==> config.mk <==
export PLATFORM = sky130hd
export DESIGN_NAME = uart_command_led_controller_unit
export DESIGN_NICKNAME = d
export VERILOG_FILES = /design/src/rtl/ucl_pkg.sv /design/src/rtl/uart_command_led_controller_unit.sv /design/src/rtl/ucl_cmd_decode.sv
export SDC_FILE = /design/constraint.sdc
export NUM_CORES = 1
export LEC_CHECK = 0
export ABC_CLOCK_PERIOD_IN_PS = 11090
export BUFFER_PORTS_ARGS = -buffer_cell sky130_fd_sc_hd__buf_2
export CAP_MARGIN = 0
export CORE_MARGIN = 3
export CORE_UTILIZATION = 30
export CTS_BUF_LIST = sky130_fd_sc_hd__clkbuf_4
export CTS_CLUSTER_DIAMETER = 60
export CTS_CLUSTER_SIZE = 30
export DETAILED_ROUTE_END_ITERATION = 7
export MAX_ROUTING_LAYER = met4
export PLACE_DENSITY = 0.53
export SLEW_MARGIN = 20
export SYNTH_ARGS = -nofsm -noshare
export SYNTH_HDL_FRONTEND = slang
export SYNTH_SLANG_ARGS = --single-unit
==> constraint.sdc <==
create_clock -name clk -period 11.09 [get_ports clk]
set_input_delay 3.327 -clock clk [delete_from_list [all_inputs] [get_ports clk]]
set_output_delay 3.327 -clock clk [all_outputs]
set_load 0.05 [all_outputs]
==> src/rtl/ucl_pkg.sv <==
// Shared types and constants of the UART command LED controller.
// Used by ucl_cmd_decode and uart_command_led_controller_unit; no dependencies.
`timescale 1ns / 1ps

package ucl_pkg;

	localparam int BUFFER_DEPTH_DEF = 128;
	localparam int HEAD_LEN         = 13;
	localparam int HEAD_IDX_W       = $clog2(HEAD_LEN);
	localparam int NUM_OUTS         = 4;
	localparam int PREFIX_LEN       = 6;

	localparam int CFG_W   = 16;
	localparam int CFG_IDX_W = 1;
	localparam logic [CFG_IDX_W-1:0] REG_IDLE_TIMEOUT   = 1'd0;
	localparam logic [CFG_IDX_W-1:0] REG_BLINK_HALF     = 1'd1;
	localparam logic [CFG_W-1:0]     IDLE_TIMEOUT_RESET = 16'd500;
	localparam logic [CFG_W-1:0]     BLINK_HALF_RESET   = 16'd500;

	typedef logic [7:0] byte_t;
	typedef byte_t [HEAD_LEN-1:0] head_t;
	typedef byte_t [NUM_OUTS-1:0] mode_arr_t;

	localparam byte_t MODE_OFF   = 8'h30;
	localparam byte_t MODE_ON    = 8'h31;
	localparam byte_t MODE_BLINK = 8'h32;

	// ">OUTS:", first character in the lowest byte
	localparam logic [8*PREFIX_LEN-1:0] CMD_PREFIX =
		{8'h3A, 8'h53, 8'h54, 8'h55, 8'h4F, 8'h3E};

	localparam logic [3:0] LEVELS_RESET = 4'hF;

	typedef struct packed {
		logic      match;
		mode_arr_t modes;
	} cmd_t;

endpackage

==> src/rtl/uart_command_led_controller_unit.sv <==
// Top level of the UART command LED controller.
// Depends on ucl_pkg and ucl_cmd_decode.
`timescale 1ns / 1ps

// Usage:
//   Slave channel (s_axis_*): one item per handshake; tuser says what it is
//   (0 millisecond tick, 1 received UART byte), tdata carries the byte.
//   Master channel (m_axis_*): exactly one result item per input item, in
//   order: LED levels (active low), ack, packet-closed flag and length.
//   Configuration: cfg_wr_en writes cfg_data into register cfg_index
//   (0 idle timeout in ticks, 1 blink half period in ticks); write only
//   while no item is in flight.
// Pipeline: an accepted item is loaded into the input register; the state
//   update and the result register are loaded from it as soon as the result
//   register is empty or being taken.
// Throughput: one item per cycle unless stalled; the whole update of counters,
//   packet head and command decode is one combinational pass from the input register.
// Reset: arst_n clears the packet state, blink divider and pipeline valids,
//   sets all modes to off, all LEDs off and both registers to 500.
// Stall: while m_axis_tready is low the result register holds; one more
//   item is taken into the input register, then s_axis_tready drops.
module uart_command_led_controller_unit #(
	parameter int BUFFER_DEPTH = ucl_pkg::BUFFER_DEPTH_DEF
) (
	input  logic                           clk,
	input  logic                           arst_n,
	input  logic                           s_axis_tvalid,
	output logic                           s_axis_tready,
	input  logic [7:0]                     s_axis_tdata,  // [7:0] rx_byte
	input  logic [0:0]                     s_axis_tuser,  // [0] opcode
	output logic                           m_axis_tvalid,
	input  logic                           m_axis_tready,
	// [3:0] led_levels, [4] ok_ack, [5] packet_closed, [13:6] packet_length,
	// [15:14] zero
	output logic [15:0]                    m_axis_tdata,
	input  logic                           cfg_wr_en,
	input  logic [ucl_pkg::CFG_IDX_W-1:0]  cfg_index,
	input  logic [ucl_pkg::CFG_W-1:0]      cfg_data
);
	import ucl_pkg::*;

	localparam int CNT_W = $clog2(BUFFER_DEPTH + 1);

	// configuration
	logic [CFG_W-1:0] idle_timeout_q;
	logic [CFG_W-1:0] blink_half_q;

	// input register
	logic             s1_valid_s1;
	logic             opcode_s1;
	byte_t            rx_byte_s1;

	// block state
	head_t            head_q;
	logic [CNT_W-1:0] byte_count_q;
	logic             open_q;
	logic [15:0]      idle_left_q;
	logic [15:0]      blink_ticks_q;
	logic             blink_phase_q;
	mode_arr_t        mode_q;
	logic [3:0]       levels_q;

	// result register
	logic             out_valid_q;
	logic [15:0]      out_data_q;

	logic             adv;

	// next-state values
	head_t            head_n;
	logic [CNT_W-1:0] count_n;
	logic [CNT_W-1:0] count_upd;
	logic             open_n;
	logic [15:0]      idle_n;
	logic [15:0]      idle_upd;
	logic [15:0]      ticks_n;
	logic [15:0]      ticks_inc;
	logic             phase_n;
	logic             closing;
	logic             ack;
	mode_arr_t        mode_n;
	logic [3:0]       levels_n;
	logic [CNT_W+7:0] count_ext;
	logic [7:0]       plen;
	logic             head_wr;
	cmd_t             cmd;

	assign adv           = s1_valid_s1 && (!out_valid_q || m_axis_tready);
	assign s_axis_tready = !s1_valid_s1 || adv;
	assign m_axis_tvalid = out_valid_q;
	assign m_axis_tdata  = out_data_q;

	always_ff @(posedge clk or negedge arst_n) begin
		if (!arst_n) begin
			idle_timeout_q <= IDLE_TIMEOUT_RESET;
			blink_half_q   <= BLINK_HALF_RESET;
		end else if (cfg_wr_en) begin
			unique case (cfg_index)
				REG_IDLE_TIMEOUT: idle_timeout_q <= cfg_data;
				REG_BLINK_HALF:   blink_half_q   <= cfg_data;
				default: ;
			endcase
		end
	end

	always_ff @(posedge clk or negedge arst_n) begin
		if (!arst_n) begin
			s1_valid_s1 <= 1'b0;
		end else if (s_axis_tready) begin
			s1_valid_s1 <= s_axis_tvalid;
		end
	end

	always_ff @(posedge clk) begin
		if (s_axis_tready && s_axis_tvalid) begin
			opcode_s1  <= s_axis_tuser[0];
			rx_byte_s1 <= s_axis_tdata;
		end
	end

	// store the byte into the head while fewer than HEAD_LEN have arrived
	assign head_wr = opcode_s1 && (byte_count_q < CNT_W'(HEAD_LEN));

	always_comb begin
		for (int i = 0; i < HEAD_LEN; i++) begin
			head_n[i] = (head_wr && byte_count_q[HEAD_IDX_W-1:0] == HEAD_IDX_W'(i))
				? rx_byte_s1 : head_q[i];
		end
	end

	always_comb begin
		count_upd = byte_count_q;
		idle_upd  = idle_left_q;
		ticks_n   = blink_ticks_q;
		phase_n   = blink_phase_q;
		ticks_inc = blink_ticks_q + 16'd1;
		if (opcode_s1) begin
			if (byte_count_q < CNT_W'(BUFFER_DEPTH)) begin
				count_upd = byte_count_q + CNT_W'(1);
			end
			idle_upd = idle_timeout_q;
		end else begin
			if (open_q && idle_left_q != 16'd0) begin
				idle_upd = idle_left_q - 16'd1;
			end
			if (ticks_inc >= blink_half_q) begin
				ticks_n = 16'd0;
				phase_n = !blink_phase_q;
			end else begin
				ticks_n = ticks_inc;
			end
		end
	end

	assign closing = (open_q || opcode_s1)
		&& (idle_upd == 16'd0 || count_upd >= CNT_W'(BUFFER_DEPTH));

	ucl_cmd_decode u_decode (
		.head        (head_n),
		.long_enough (count_upd >= CNT_W'(HEAD_LEN)),
		.cmd         (cmd)
	);

	assign ack       = closing && cmd.match;
	assign mode_n    = ack ? cmd.modes : mode_q;
	assign count_n   = closing ? '0 : count_upd;
	assign idle_n    = closing ? 16'd0 : idle_upd;
	assign open_n    = !closing && (open_q || opcode_s1);
	assign count_ext = {8'd0, count_upd};
	assign plen      = closing ? count_ext[7:0] : 8'd0;

	always_comb begin
		for (int i = 0; i < NUM_OUTS; i++) begin
			unique case (mode_n[i])
				MODE_OFF:   levels_n[i] = 1'b1;
				MODE_ON:    levels_n[i] = 1'b0;
				MODE_BLINK: levels_n[i] = phase_n;
				default:    levels_n[i] = levels_q[i];
			endcase
		end
	end

	always_ff @(posedge clk or negedge arst_n) begin
		if (!arst_n) begin
			byte_count_q  <= '0;
			open_q        <= 1'b0;
			idle_left_q   <= 16'd0;
			blink_ticks_q <= 16'd0;
			blink_phase_q <= 1'b0;
			mode_q        <= {NUM_OUTS{MODE_OFF}};
			levels_q      <= LEVELS_RESET;
		end else if (adv) begin
			byte_count_q  <= count_n;
			open_q        <= open_n;
			idle_left_q   <= idle_n;
			blink_ticks_q <= ticks_n;
			blink_phase_q <= phase_n;
			mode_q        <= mode_n;
			levels_q      <= levels_n;
		end
	end

	always_ff @(posedge clk) begin
		if (adv) begin
			head_q <= head_n;
		end
	end

	always_ff @(posedge clk or negedge arst_n) begin
		if (!arst_n) begin
			out_valid_q <= 1'b0;
		end else if (adv) begin
			out_valid_q <= 1'b1;
		end else if (m_axis_tready) begin
			out_valid_q <= 1'b0;
		end
	end

	always_ff @(posedge clk) begin
		if (adv) begin
			out_data_q <= {2'b00, plen, closing, ack, levels_n};
		end
	end

	// a closed packet leaves no idle count and no byte count behind
	a_closed_clean: assert property (@(posedge clk) disable iff (!arst_n)
		!open_q |-> (idle_left_q == 16'd0 && byte_count_q == '0))
		else $error("idle packet state not cleared");

	a_count_bound: assert property (@(posedge clk) disable iff (!arst_n)
		byte_count_q <= CNT_W'(BUFFER_DEPTH))
		else $error("byte count beyond buffer depth");

	a_ack_closed: assert property (@(posedge clk) disable iff (!arst_n)
		out_valid_q |-> (!out_data_q[4] || out_data_q[5]))
		else $error("ack without a closed packet");

	a_len_closed: assert property (@(posedge clk) disable iff (!arst_n)
		(out_valid_q && !out_data_q[5]) |-> out_data_q[13:6] == 8'd0)
		else $error("length reported without a closed packet");

	a_adv_result: assert property (@(posedge clk) disable iff (!arst_n)
		adv |=> out_valid_q)
		else $error("processed item produced no result");

endmodule

==> src/rtl/ucl_cmd_decode.sv <==
// Command decoder: checks the packet head for the OUTS prefix and picks the modes.
// Depends on ucl_pkg.
`timescale 1ns / 1ps

module ucl_cmd_decode (
	input  ucl_pkg::head_t head,
	input  logic           long_enough,
	output ucl_pkg::cmd_t  cmd
);
	import ucl_pkg::*;

	always_comb begin
		cmd.match = long_enough && (head[PREFIX_LEN-1:0] == CMD_PREFIX);
		for (int i = 0; i < NUM_OUTS; i++) begin
			cmd.modes[i] = head[PREFIX_LEN + 2 * i];
		end
	end

endmodule

# [Yosys cells after proc, flatten, opt, wreduce, memory -nomap -nowiden]
# Index checks and enable logic that the tools add are counted.
[op_classes] n_addsub=3 order_cmp=5 eq_ne=22 muxes=26 bitwise_logic=2 n_reduce_logical=33
[op_table] op="8-bit two-way mux" count=13
[op_table] op="8-bit by 6-bit == test with 1-bit output, second input constant" count=12
[op_table] op="16-bit two-way mux" count=4
[op_table] op="48-bit by 46-bit == test with 1-bit output, second input constant" count=1
[op_table] op="32-bit two-way mux" count=1
[op_table] op="1-bit logical AND" count=18
[op_table] op="16-bit by 1-bit adder with 16-bit output, second input constant" count=1
[op_table] op="16-bit greater-or-equal comparator" count=1
[op_table] op="16-bit logical NOT" count=1
[op_table] op="16-bit nonzero test" count=1
[op_table] op="16-bit by 1-bit subtractor with 16-bit output, second input constant" count=1
[op_table] op="4-bit by 3-bit == test with 1-bit output, second input constant" count=3
[op_table] op="4-bit == test, second input constant" count=3
[op_table] op="1-bit case mux with 3 select lines" count=4
[op_table] op="8-bit by 1-bit adder with 8-bit output, second input constant" count=1
[op_table] op="4-bit by 2-bit == test with 1-bit output, second input constant" count=2
[op_table] op="8-bit by 4-bit greater-or-equal comparator with 1-bit output, second input constant" count=1
[op_table] op="8-bit greater-or-equal comparator, second input constant" count=1
[op_table] op="8-bit by 4-bit < comparator with 1-bit output, second input constant" count=1
[op_table] op="8-bit < comparator, second input constant" count=1
[op_table] op="2-bit AND reduction" count=3
[op_table] op="4-bit by 1-bit == test with 1-bit output, second input constant" count=1
[op_table] op="1-bit logical NOT" count=4
[op_table] op="4-bit logical NOT" count=1
[op_table] op="other kinds (4)" count=11
[word_totals] reg_bits=215 output_inout_bits=18 wordCells=119

# [Logic depth before layout (Yosys ltp)]
# Gate-level depths: netlist (run 1).
[logic_depth] ltp_word=11 depth_mapped=18

# [Cells and area by module]
# From an unflattened synthesis (run 1), not the netlist that was laid out.
[unflattened] cells_unflattened=967 hier_area_um2=12220.5
[by_module_without_submodules] module="uart_command_led_controller_unit" instances=1 cells_per_inst=918 area_per_inst_um2=11823.8 seq_area_each_um2=6646.4
[by_module_without_submodules] module="ucl_cmd_decode" instances=1 cells_per_inst=49 area_per_inst_um2=396.6 seq_area_each_um2=0.0

# [Worst setup path after synthesis (run 1)]
# Ideal clock, no wire load.
[synth_timing] path_type="input to register" startpoint="input port m_axis_tready" endpoint="register idle_left_q[6]" arrival_ns=7.091 required_time_ns=10.995 path_slack_ns=3.904 cell_stages=6 n_path_buf=1 path_cell_list="nand2b_1 > nand2_1 > inv_1 > clkbuf_1 > o21ai_0 > o21ai_0"
[synth_via] elab_chain_cells=2
[synth_rtl] element="from (decl)" line="uart_command_led_controller_unit.sv:32" source="input logic m_axis_tready,"
[synth_rtl] element="1-bit logical OR" line="uart_command_led_controller_unit.sv:88" source="assign adv = s1_valid_s1 && (!out_valid_q || m_axis_tready);"
[synth_rtl] element="1-bit logical AND" line="uart_command_led_controller_unit.sv:88"
[synth_rtl] element="net adv" line="uart_command_led_controller_unit.sv:67" source="logic adv;"
[synth_rtl] element="to (signal assigned)" line="uart_command_led_controller_unit.sv:195" source="idle_left_q <= idle_n;"
[synth_rtl] element="to (decl)" line="uart_command_led_controller_unit.sv:57" source="logic [15:0] idle_left_q;"
# The timed path passes the listed nets, and every way through them passes these cells.
# A chain may end at the register's enable or synchronous reset.

# [Final worst setup path (run 1)]
[layout_timing] startpoint="input port m_axis_tready" endpoint="output port s_axis_tready"
[layout_via] elab_chain_cells=3
[layout_rtl] element="1-bit logical OR" line="uart_command_led_controller_unit.sv:88"
[layout_rtl] element="1-bit logical AND" line="uart_command_led_controller_unit.sv:88"
[layout_rtl] element="1-bit logical OR" line="uart_command_led_controller_unit.sv:89" source="assign s_axis_tready = !s1_valid_s1 || adv;"
[layout_rtl] element="to (decl)" line="uart_command_led_controller_unit.sv:28" source="output logic s_axis_tready,"
# No other way between the ends.

==> metrics.txt, run 1 <==
Final ANT Viol Nets 0; Synth area leader edfxtp_1; highest metal used met4; total wire length 27500 µm; clock latency on the worst-skew pair approximately 0.76 ns; DR WL/cell 17.4 µm; Pwr per Cell Area 157 mW/mm²; routed vias slightly above 8000; Post-synth ARST share 0.521; maximum clock rate 140 MHz; CP arrival 3.82 ns; drt drc 0; type of origin of the critical path primary input; synthesized area 0.0116 mm²; Tmin final about 7 ns; die area between 0.04 and 0.05 mm²; Slew HR 0.362; Via density around 5; Net Sw Power between 0.0006 and 0.0007 W; min-delay worst type register to register; share of cells above drive strength 1 0.250; clk buf depth 3; yosys warns 0; cells after synthesis between 1000 and 1500; CP endpoint s_axis_tready; CTS H-Tree Depth 1; setup bufs post-CTS 0; fin. max-slew vios 0; placed cells 1542; setup tns final 0 ns; status finished clean; combinational power share 0.217; initial antenna violation count 1; top_reg_cell synth edfxtp_1; wire length on met2 approximately 12000 µm; final count of hold timing violations 0; Post-synth EDFFs between 100 and 150; most common cell in the netlist nand2_1; total gr overflow 0; register bit count reported by yosys 215; Post-Layout Cell Count 1581; Worst setup EP type output pin; WP data required 7.76 ns; unrepaired setup endpoints after global routing false; CTS tree yes; drt first pass iters 5; sequential fraction of the synthesis area 0.509; Register-to-Register Path Depth 10; fraction of the cycle the final worst path needs 0.645; Hold Slack 0.505 ns; M1 wire length 13500 µm; maximum VDD drop 0.0000954 V; first-pass GRT wire length roughly 45000 µm; post-route cell area 0.0127 mm²; Die H about 200 µm; worst r2r dst mode_q[31]$_DFFE_PN0P_; detailed placer's ending HPWL 18200 µm; LEAKAGE 5.07 nW; worst r2r src opcode_s1$_DFFE_PP_; num ports just under 50; crit path kind primary input to output pin; largest net degree at the start of global routing 74; CTS-repair resized insts 0; Nets 1108; placed cell area 0.0123 mm²; top cells by count, synth nand2_1 (124), edfxtp_1 (103), mux2_2 (93); Seq pwr share 0.526; Final Setup Violations 0; Reg2Reg Setup Slack 5.90 ns; P_int 0.00132 W; Die X approximately 200 µm; vias in the first global route 7930; Clock power frac 0.257; RePlAce Congestion 0.844; Synth top area share 0.266; core area 0.0379 mm²; max_cap viols 0; CTS Root Buffer Type clkbuf_4; worst-path fanout max 3; clock-pin slew on the worst setup and hold paths 0.16 ns; Clock Sinks 215; Sw Ratio 0.343; Worst-Margin Slew 0.954 ns; Yosys cell types between 80 and 90; met3 WL post-DR between 1000 and 1500 µm; syn avg cell area 11.3 µm²; area delta synth->final 9.44%; Final Skew 0.0846 ns; IO Port Bufs 46; Starting Density 0.307; CTS buffer count 21; site row count 71; Synth area leaders edfxtp_1 (27%), dfrtp_1 (19%), mux2_2 (9.0%); cts hold-fix bufs 0; initial drt markers a little over 600; gr usage total 0.137; crit path from m_axis_tready
worst min path at each step:
| stage | start | end | cells after the start |
|---|---|---|---|
| after global placement | blink_phase_q$_DFFE_PN0P_ | blink_phase_q$_DFFE_PN0P_ | 1 |
| after floorplan | s1_valid_s1$_DFFE_PN0N_ | m_axis_tvalid$_DFFE_PN0P_ | 1 |
| final | blink_phase_q$_DFFE_PN0P_ | blink_phase_q$_DFFE_PN0P_ | 1 |
| after CTS | levels_q[2]$_DFFE_PN1P_ | levels_q[2]$_DFFE_PN1P_ | 2 |
| after global routing | levels_q[2]$_DFFE_PN1P_ | levels_q[2]$_DFFE_PN1P_ | 2 |
| after detailed placement | levels_q[2]$_DFFE_PN1P_ | levels_q[2]$_DFFE_PN1P_ | 2 |
worst max-delay path: stages:
cell and delay (ns):
buf_2 0.10, nand3b_1 0.17, buf_2 0.23
kinds of logic (layout without fill, tap and decap cells):
| family | count (synthesis) | in the layout | share of synthesized area |
|---|---|---|---|
| and+or+nand+nor | 364 | 364 | 0.168 |
| DFF | 215 | 215 | 0.509 |
| AOI/OAI and AO/OA | 164 | 164 | 0.0950 |
| muxes | 149 | 149 | 0.151 |
| buffers and inverters | 95 | 132 | 0.0369 |
| adders and majority gates | 23 | 23 | 0.0247 |
| xor gates and xnor gates | 20 | 20 | 0.0150 |
| other | 1 | 3 | 0.000322 |
registers in the layout, indices dropped and copies added (netlist names), 4 cells and up:
name / flops
head_q: 80
mode_q: 32
blink_half_q: 16
blink_ticks_q: 16
idle_left_q: 16
idle_timeout_q: 16
m_axis_tdata: 14
byte_count_q: 8
rx_byte_s1: 8
levels_q: 4
power by group through the flow:
| stage | combinational (W) | sequential, W | clock [W] |
|---|---|---|---|
| after floorplan | 0.000352 | 0.00103 | 0 |
| after global placement | 0.000430 | 0.00107 | 0 |
| after detailed placement | 0.000439 | 0.00107 | 0 |
| after CTS | 0.000440 | 0.00105 | 0.000542 |
| after global routing | 0.000494 | 0.00107 | 0.000571 |
| final | 0.000435 | 0.00105 | 0.000516 |
cell type report:
| type | count | area, µm² |
|---|---|---|
| flip-flops and latches | 215 | 5930 |
| fillers | 3890 | 25200 |
| multi-input cells | 722 | 5290 |
| repair buffers | 58 | 323 |
| clock inverters | 17 | 260 |
| well taps | 511 | 639 |
| inverters | 36 | 138 |
| clock buffers | 21 | 158 |
| diodes | 1 | 2.50 |
per-stage QoR:
| stage | power (W) | setup slack [ns] | util |
|---|---|---|---|
| 2_1_floorplan | 0.00138 | 3.90 | - |
| 3_3_place_gp | 0.00150 | 3.94 | 0.325 |
| 3_5_place_dp | 0.00151 | 3.93 | 0.325 |
| 4_1_cts | 0.00204 | 3.93 | 0.336 |
| 5_1_grt | 0.00214 | 3.89 | 0.336 |
| 6_report | 0.00201 | 3.94 | 0.336 |
per-layer routing:
| layer | track usage | up-vias |
|---|---|---|
| li1 | - | 3882 |
| met1 | 0.195 | 3988 |
| met4 | 0.0255 | 0 |
| met5 | - | - |
| met2 | 0.210 | 162 |
| met3 | 0.0221 | 28 |
cell usage in the layout (no fill, tap or decap), types with 13 or more instances in the layout:
cell type	netlist	final
dfrtp_1	88	88
o21ai_0	48	48
dfstp_2	24	24
or4_1	15	15
mux2_4	30	30
ha_1	23	23
and3_1	17	17
nor3_1	15	15
buf_2	4	45
a31oi_1	16	16
inv_1	35	34
nand2b_1	21	21
nand3_1	32	32
clkbuf_4	0	21
a21oi_1	25	24
nor2_1	41	41
mux2_2	93	93
nand2_1	124	124
buf_4	3	13
mux2i_1	24	24
nor4_1	21	21
edfxtp_1	103	103
Power figures use the tool's default switching activity.
==> run 2: changes to the inputs <==
--- a/config.mk
+++ b/config.mk
@@ -5,7 +5,8 @@
 export SDC_FILE = /design/constraint.sdc
 export NUM_CORES = 1
 export LEC_CHECK = 0
-export ABC_CLOCK_PERIOD_IN_PS = 11090
+export ABC_AREA = 1
+export ABC_CLOCK_PERIOD_IN_PS = 7100
 export BUFFER_PORTS_ARGS = -buffer_cell sky130_fd_sc_hd__buf_2
 export CAP_MARGIN = 0
 export CORE_MARGIN = 3
==> constraint.sdc (replaced) <==
create_clock -name clk -period 7.1 [get_ports clk]
set_input_delay 2.13 -clock clk [delete_from_list [all_inputs] [get_ports clk]]
set_output_delay 2.13 -clock clk [all_outputs]
set_load 0.05 [all_outputs]
==> run 2 against run 1 <==
Worst setup slack lost 1.9 ns. Area after synthesis is 0.12% lower. Register-to-register slack lost 3.8 ns. Cell count grew 27%. Clock power is 56% higher. Total power rose by 100%. Hold slack got worse by 0.023 ns. Sequential share of layout area increased by 0.087 points. Highest routed layer unchanged.
==> metrics.txt, run 2 <==
top_reg_cell synth edfxtp_1 (unchanged); setup tns final 0 ns (unchanged); final core occ 0.335 (was 0.336); detailed placer's ending HPWL 19400 µm (was 18200 µm); Via density 4.55 (was 5.10); leading cell types in the layout, fill and taps excluded nand2_1 (429), inv_1 (221), o21ai_0 (139) (was nand2_1 (124), edfxtp_1 (103), mux2_2 (93)); Slowest cell on crit path edfxtp_1 (was buf_2); top cells by count, synth nand2_1 (430), inv_1 (221), o21ai_0 (139) (was nand2_1 (124), edfxtp_1 (103), mux2_2 (93)); number of fill cells 4051 (was 3890); clk buf depth 3 (unchanged); critical-path cell list inv_2, nor2_4, nand3_2, nand2_1, o21ai_0, inv_1, nand2_1, nor2_1, nand2_1, nor2_1, nand2_1, nor2_1, nand3_2, o21ai_0, nand2_1, nor2_1, nand3_1, and2_1 (was buf_2, nand3b_1, buf_2); Yosys cell types 44 (was 83); Final Setup Violations 0 (unchanged); Pwr per Cell Area 317 mW/mm² (was 157 mW/mm²); type of origin of the critical path register (was primary input); clock latency on the worst-skew pair 0.71 ns (was 0.76 ns); core area 0.0379 mm² (unchanged); most common cell in the netlist nand2_1 (unchanged); pre-CTS setup slack 2.15 ns (was 3.93 ns); Net Sw Power 0.00168 W (was 0.000688 W); gr usage total 0.142 (was 0.137); Die H 203 µm (about the same); Tmin final ~5.0 ns; status finished clean (unchanged); Largest regs head_q: 80 flops, mode_q: 32 flops (unchanged); RePlAce Congestion 0.863 (was 0.844); crit path kind register to register (was primary input to output pin); register bit count reported by yosys 215 (unchanged); drt drc 0 (unchanged); sequential fraction of the synthesis area 0.510 (was 0.509); most common cell after layout, fill and taps aside nand2_1 (unchanged); P_int 0.00235 W (was 0.00132 W); Starting Density 0.306 (was 0.307); Worst setup EP type register (was output pin); initial antenna violation count 2 (was 1); largest net degree at the start of global routing 71 (was 74); Die X 203 µm (about the same); maximum clock rate 199 MHz; yosys warns 0 (unchanged); worst-path fanout max 27 (was 3); Synth area leaders edfxtp_1 (27%), dfrtp_1 (19%), nand2_1 (14%) (was edfxtp_1 (27%), dfrtp_1 (19%), mux2_2 (9.0%)); synthesized area 0.0116 mm² (about the same); placed cell area 0.0123 mm² (about the same); Seq pwr share 0.445 (was 0.526); Clock power frac 0.200 (was 0.257); Hold Slack 0.482 ns (was 0.505 ns); Worst-Margin Slew 0.946 ns (was 0.954 ns); site row count 71 (unchanged); Sw Ratio 0.416 (was 0.343); Synth top area share 0.266 (about the same); drt first pass iters 5 (unchanged); Final ANT Viol Nets 0 (unchanged); Slew HR 0.369 (was 0.362); area delta synth->final 9.36% (was 9.44%); CTS tree yes (unchanged); max_cap viols 0 (unchanged); LEAKAGE 6.03 nW (was 5.07 nW); CTS Root Buffer Type clkbuf_4 (unchanged); fraction of the cycle the final worst path needs 0.707; cts hold-fix bufs 0 (unchanged); post-synthesis mux area share 0.000861 (was 0.151); Final Skew 0.0449 ns (was 0.0846 ns); setup ws final 2.08 ns (was 3.94 ns); Synth area leader edfxtp_1 (unchanged); CP max stage delay 0.78 ns (was 0.23 ns); max FFs per register 80 (unchanged); total gr overflow 0 (unchanged); min-delay worst type register to register (unchanged); total wire length 28200 µm (was 27500 µm); Post-synth EDFFs 103 (unchanged); initial drt markers 625 (was 607); Synth Area in Adders 0.0248 (was 0.0247); CP arrival 5.50 ns (was 3.82 ns); largest family of logic cells by synthesized area simple AND/OR/NAND/NOR gates (unchanged); CTS H-Tree Depth 1 (unchanged); share of cells above drive strength 1 0.112 (was 0.250); Top reg by flops head_q (unchanged); Compound-Gate Fraction of Synth Area 0.101 (was 0.0950); fin. max-slew vios 0 (unchanged); num ports 49 (unchanged); CTS buffer count 25 (was 21); CTS-repair resized insts 0 (unchanged); unrepaired setup endpoints after global routing false (unchanged); post-route cell area 0.0127 mm² (about the same); DR WL/cell 14.1 µm (was 17.4 µm); vias in the first global route 8861 (was 7930); combinational power share 0.355 (was 0.217); Clock Sinks 215 (unchanged); post-synthesis simple-gate area fraction 0.259 (was 0.168); Nets 1525 (was 1108); syn avg cell area 8.07 µm² (was 11.3 µm²); maximum VDD drop 0.000219 V (was 0.0000954 V); cells after synthesis 1440 (was 1031); routed vias 9100 (was 8060); register area 0.00593 mm² (unchanged); Post-synth ARST share 0.521 (unchanged); WP data required 7.58 ns (was 7.76 ns); IO Port Bufs 46 (unchanged); Multi-input gate area 0.00460 mm² (was 0.00529 mm²); die area 0.0411 mm² (was 0.0412 mm²); final count of hold timing violations 0 (unchanged); clock-pin slew on the worst setup and hold paths 0.17 ns (was 0.16 ns); XOR/XNOR share of the synthesized area 0.00979 (was 0.0151); first-pass GRT wire length 46700 µm (was 44700 µm); most used cell, CP nand2_1 (was buf_2); setup bufs post-CTS 0 (unchanged)
-- run 2: layout make-up --
type | instances | share of cell area
sequential | 215 | 0.466
multi-input combinational | 952 | 0.362
inverter | 226 | 0.0669
tap | 511 | 0.0503
timing repair buffer | 51 | 0.0213
clock inverter | 18 | 0.0171
clock buffer | 27 | 0.0159
antenna | 2 | 0.000394
-- run 2: cell families after synthesis --
family,Yosys count
and+or+nand+nor,695
buffers and inverters,274
AOI/OAI and AO/OA,218
DFF,215
adders and majority gates,23
xor gates and xnor gates,13
other,1
muxes,1
-- run 2: through the flow --
stage	total power, W	std cells
2_1_floorplan	0.00290	1441
6_report	0.00403	2002
4_1_cts	0.00408	2000
3_3_place_gp	0.00322	1955
5_1_grt	0.00438	2002
3_5_place_dp	0.00325	1955
-- run 2: power by group through the flow --
stage	Combinational [W]	Clock, W	Sequential, W
floorplan	0.00110	0	0.00180
global placement	0.00141	0	0.00181
detailed placement	0.00143	0	0.00182
CTS	0.00144	0.000851	0.00179
global route	0.00166	0.000891	0.00183
finish	0.00143	0.000806	0.00179
-- run 2: critical path: cells and delay by family, from the launching register on --
kind,cells,cell delay (ns)
simple gates,14,2.97
flops,1,0.78
compound gates,2,0.59
buf+inv,2,0.46
-- run 2: path summary, 6_finish.rpt --
path                                       startpoint                            to  slack [ns]  cells after the start
min in group asynchronous                      arst_n  blink_ticks_q[6]$_DFFE_PN0P_        1.55                      1
worst max register to register    opcode_s1$_DFFE_PP_     m_axis_tdata[0]$_DFFE_PP_        2.08                     18
worst min-delay path            mode_q[5]$_DFFE_PN1P_         mode_q[5]$_DFFE_PN1P_        0.48                      2
worst max-delay path              opcode_s1$_DFFE_PP_     m_axis_tdata[0]$_DFFE_PP_        2.08                     18
max in group asynchronous                      arst_n  blink_ticks_q[9]$_DFFE_PN0P_        4.42                      2
worst min register to register  mode_q[5]$_DFFE_PN1P_         mode_q[5]$_DFFE_PN1P_        0.48                      2
-- run 2: per-layer routing --
metal	part of all wire	routed length (µm)	track usage	up-vias
met4	0.020	553	0.0292	0
met1	0.47	13200	0.190	4194
met5	0	0	-	-
li1	-	-	-	4712
met3	0.039	1100	0.0180	34
met2	0.47	13300	0.232	160
==> run 3: changes to the inputs <==
--- a/config.mk
+++ b/config.mk
@@ -6,7 +6,7 @@
 export NUM_CORES = 1
 export LEC_CHECK = 0
 export ABC_AREA = 1
-export ABC_CLOCK_PERIOD_IN_PS = 7100
+export ABC_CLOCK_PERIOD_IN_PS = 4600
 export BUFFER_PORTS_ARGS = -buffer_cell sky130_fd_sc_hd__buf_2
 export CAP_MARGIN = 0
 export CORE_MARGIN = 3
@@ -16,7 +16,7 @@
 export CTS_CLUSTER_SIZE = 30
 export DETAILED_ROUTE_END_ITERATION = 7
 export MAX_ROUTING_LAYER = met4
-export PLACE_DENSITY = 0.53
+export PLACE_DENSITY = 0.54
 export SLEW_MARGIN = 20
 export SYNTH_ARGS = -nofsm -noshare
 export SYNTH_HDL_FRONTEND = slang
==> constraint.sdc (replaced) <==
create_clock -name clk -period 4.6 [get_ports clk]
set_input_delay 1.38 -clock clk [delete_from_list [all_inputs] [get_ports clk]]
set_output_delay 1.38 -clock clk [all_outputs]
set_load 0.05 [all_outputs]
==> run 3 against run 2 <==
Clock skew rose by 0.0029 ns. Utilization increased by 0.24 points. Die area unchanged. Wire length fell by 0.41%. Sequential power grew 54%. Final area is 0.71% higher. Fmax grew 25%. Non-clock buffer count is 9 higher. Largest power group unchanged.
==> metrics.txt, run 3 (same netlist as run 2, synthesis figures left out) <==
status finished clean (unchanged); Final Skew 0.0478 ns (was 0.0449 ns); number of fill cells 4031 (was 4051); Hold Path Depth 2 (unchanged); min-delay worst type register to register (unchanged); worst-path fanout max 17 (was 27); max_cap viols 0 (unchanged); final count of hold timing violations 0 (unchanged); RePlAce Congestion 0.896 (was 0.863); Tmin final 4.02 ns (was 5.02 ns); clock-pin slew on the worst setup and hold paths 0.16 ns (was 0.17 ns); drt drc 0 (unchanged); crit path kind register to register (unchanged); fin. max-slew vios 0 (unchanged); clk buf depth 3 (unchanged); CTS buffer count 26 (was 25); CTS tree yes (unchanged); leading cell types in the layout, fill and taps excluded nand2_1 (429), inv_1 (221), o21ai_0 (139) (unchanged); IO Port Bufs 46 (unchanged); maximum VDD drop 0.000261 V (was 0.000219 V); cts hold-fix bufs 0 (unchanged); detailed placer's ending HPWL 19700 µm (was 19400 µm); worst r2r dst m_axis_tdata[0]$_DFFE_PP_ (unchanged); Top reg by flops head_q (unchanged); initial drt markers 619 (was 625); WP data required 5.11 ns (was 7.58 ns); Starting Density 0.306 (unchanged); core area 0.0379 mm² (unchanged); max FFs per register 80 (unchanged); CTS-repair resized insts 0 (unchanged); Clock Sinks 215 (unchanged); Largest regs head_q: 80 flops, mode_q: 32 flops (unchanged); type of origin of the critical path register (unchanged); Slowest cell on crit path dfrtp_1 (was edfxtp_1); Net Sw Power 0.00267 W (was 0.00168 W); Via density 4.55 (about the same); Sw Ratio 0.428 (was 0.416); Seq pwr share 0.443 (was 0.445); LEAKAGE 6.10 nW (was 6.03 nW); unrepaired setup endpoints after global routing false (unchanged); drt first pass iters 5 (unchanged); Worst setup EP type register (unchanged); CP arrival 4.53 ns (was 5.50 ns); critical-path cell list inv_1, ha_1, nor2_8, nor2_8, nand3_2, o21ai_1, nand2_1, nor2_1, nand2_1, nor2_1, nand3_1, nor2_1, nand3_2, o21ai_0, nand2_1, nor2_1, nand3_1, and2_1 (was inv_2, nor2_4, nand3_2, nand2_1, o21ai_0, inv_1, nand2_1, nor2_1, nand2_1, nor2_1, nand2_1, nor2_1, nand3_2, o21ai_0, nand2_1, nor2_1, nand3_1, and2_1); Final ANT Viol Nets 0 (unchanged); placed cell area 0.0124 mm² (was 0.0123 mm²); area delta synth->final 10.1% (was 9.36%); first-pass GRT wire length 46000 µm (was 46700 µm); Die X 203 µm (unchanged); die area 0.0411 mm² (unchanged); num ports 49 (unchanged); Hold Path Sink levels_q[0]$_DFFE_PN1P_ (was mode_q[5]$_DFFE_PN1P_); clock latency on the worst-skew pair 0.75 ns (was 0.71 ns); Pwr per Cell Area 487 mW/mm² (was 317 mW/mm²); share of cells above drive strength 1 0.121 (was 0.112); site row count 71 (unchanged); Register-to-Register Path Depth 18 (unchanged); Worst-Margin Slew 0.868 ns (was 0.946 ns); Nets 1535 (was 1525); worst r2r src byte_count_q[1]$_DFFE_PN0P_ (was opcode_s1$_DFFE_PP_); fraction of the cycle the final worst path needs 0.874 (was 0.707); CTS H-Tree Depth 1 (unchanged); CP Buf/Inv Count 1 (was 2); CTS Root Buffer Type clkbuf_4 (unchanged); combinational power share 0.356 (was 0.355); Die H 203 µm (unchanged); Slew HR 0.420 (was 0.369); P_int 0.00357 W (was 0.00235 W); worst hold start levels_q[0]$_DFFE_PN1P_ (was mode_q[5]$_DFFE_PN1P_); routed vias 9173 (was 9100); setup bufs post-CTS 0 (unchanged); Final Setup Violations 0 (unchanged); maximum clock rate 249 MHz (was 199 MHz); DR WL/cell 13.9 µm (was 14.1 µm); largest net degree at the start of global routing 80 (was 71); CP max stage delay 0.49 ns (was 0.78 ns); Clock power frac 0.201 (was 0.200); total wire length 28000 µm (was 28200 µm); Crit path max-delay family simple AND/OR/NAND/NOR gates (unchanged); vias in the first global route 8848 (was 8861); Reg2Reg Setup Slack 0.58 ns (was 2.08 ns); post-route cell area 0.0128 mm² (was 0.0127 mm²); most common cell after layout, fill and taps aside nand2_1 (unchanged); most used cell, CP nor2_1 (was nand2_1); gr usage total 0.140 (was 0.142); initial antenna violation count 1 (was 2); total gr overflow 0 (unchanged); setup tns final 0 ns (unchanged)
==> run 3: cell types whose count changed in the layout (fill, tap and decap cells not counted), moves of 2 or more <==
cell        previous run  this run
buf_4                  6        14
inv_6                  1         5
inv_8                  2         6
clkinv_4               3         0
clkinvlp_4             3         0
bufinv_16              2         0
inv_4                  1         3
==> run 3: how the worst max path moves through the flow <==
stage                                 startpoint                   endpoint  slack (ns)  depth (start not counted)
finish               byte_count_q[1]$_DFFE_PN0P_  m_axis_tdata[0]$_DFFE_PP_        0.58                         18
global placement    blink_ticks_q[0]$_DFFE_PN0P_  m_axis_tdata[0]$_DFFE_PP_        0.47                         25
floorplan           blink_ticks_q[0]$_DFFE_PN0P_  m_axis_tdata[0]$_DFFE_PP_        1.20                         25
detailed placement  blink_ticks_q[0]$_DFFE_PN0P_  m_axis_tdata[0]$_DFFE_PP_        0.43                         25
CTS                 blink_ticks_q[0]$_DFFE_PN0P_  m_axis_tdata[0]$_DFFE_PP_        0.41                         25
global route        blink_ticks_q[0]$_DFFE_PN0P_  m_axis_tdata[0]$_DFFE_PP_        0.06                         24
==> run 3: tightest hold or removal path: stages, from the launching register on <==
cell     delay, ns
dfstp_2       0.40
nand2_1       0.05
nand2_1       0.05
==> run 3: power by group through the flow <==
stage	registers, W	logic, W	clock network, W
floorplan	0.00277	0.00170	0
global placement	0.00280	0.00221	0
detailed placement	0.00280	0.00222	0
CTS	0.00277	0.00223	0.00132
global route	0.00282	0.00257	0.00139
finish	0.00276	0.00222	0.00125
==> run 3: routing by layer <==
layer / global-route usage / up-vias / wire length (µm)
met1: 0.187 / 4214 / 13300
met3: 0.0202 / 44 / 947
li1: - / 4741 / -
met4: 0.0421 / 0 / 833
met5: - / - / 0
met2: 0.223 / 174 / 13000
==> run 3: per-stage QoR <==
step / hold WS [ns] / utilization / worst slack [ns] / power, W / std cells
2_1_floorplan: 0.446 / - / 1.20 / 0.00447 / 1441
3_3_place_gp: 0.458 / 0.326 / 0.474 / 0.00501 / 1964
3_5_place_dp: 0.461 / 0.326 / 0.428 / 0.00503 / 1964
4_1_cts: 0.483 / 0.337 / 0.410 / 0.00632 / 2012
5_1_grt: 0.505 / 0.338 / 0.0640 / 0.00677 / 2014
6_report: 0.478 / 0.338 / 0.581 / 0.00623 / 2014
==> run 3: area by class of cell <==
cell class / count / area (µm²) / area share
Clock buffer: 28 / 210 / 0.0164
Clock inverter: 20 / 214 / 0.0167
Timing Repair Buffer: 60 / 350 / 0.0274
Inverter: 226 / 851 / 0.0665
Multi-Input combinational cell: 952 / 4610 / 0.360
Antenna cell: 2 / 5.00 / 0.000391
Sequential cell: 215 / 5930 / 0.463
Tap cell: 511 / 639 / 0.0499
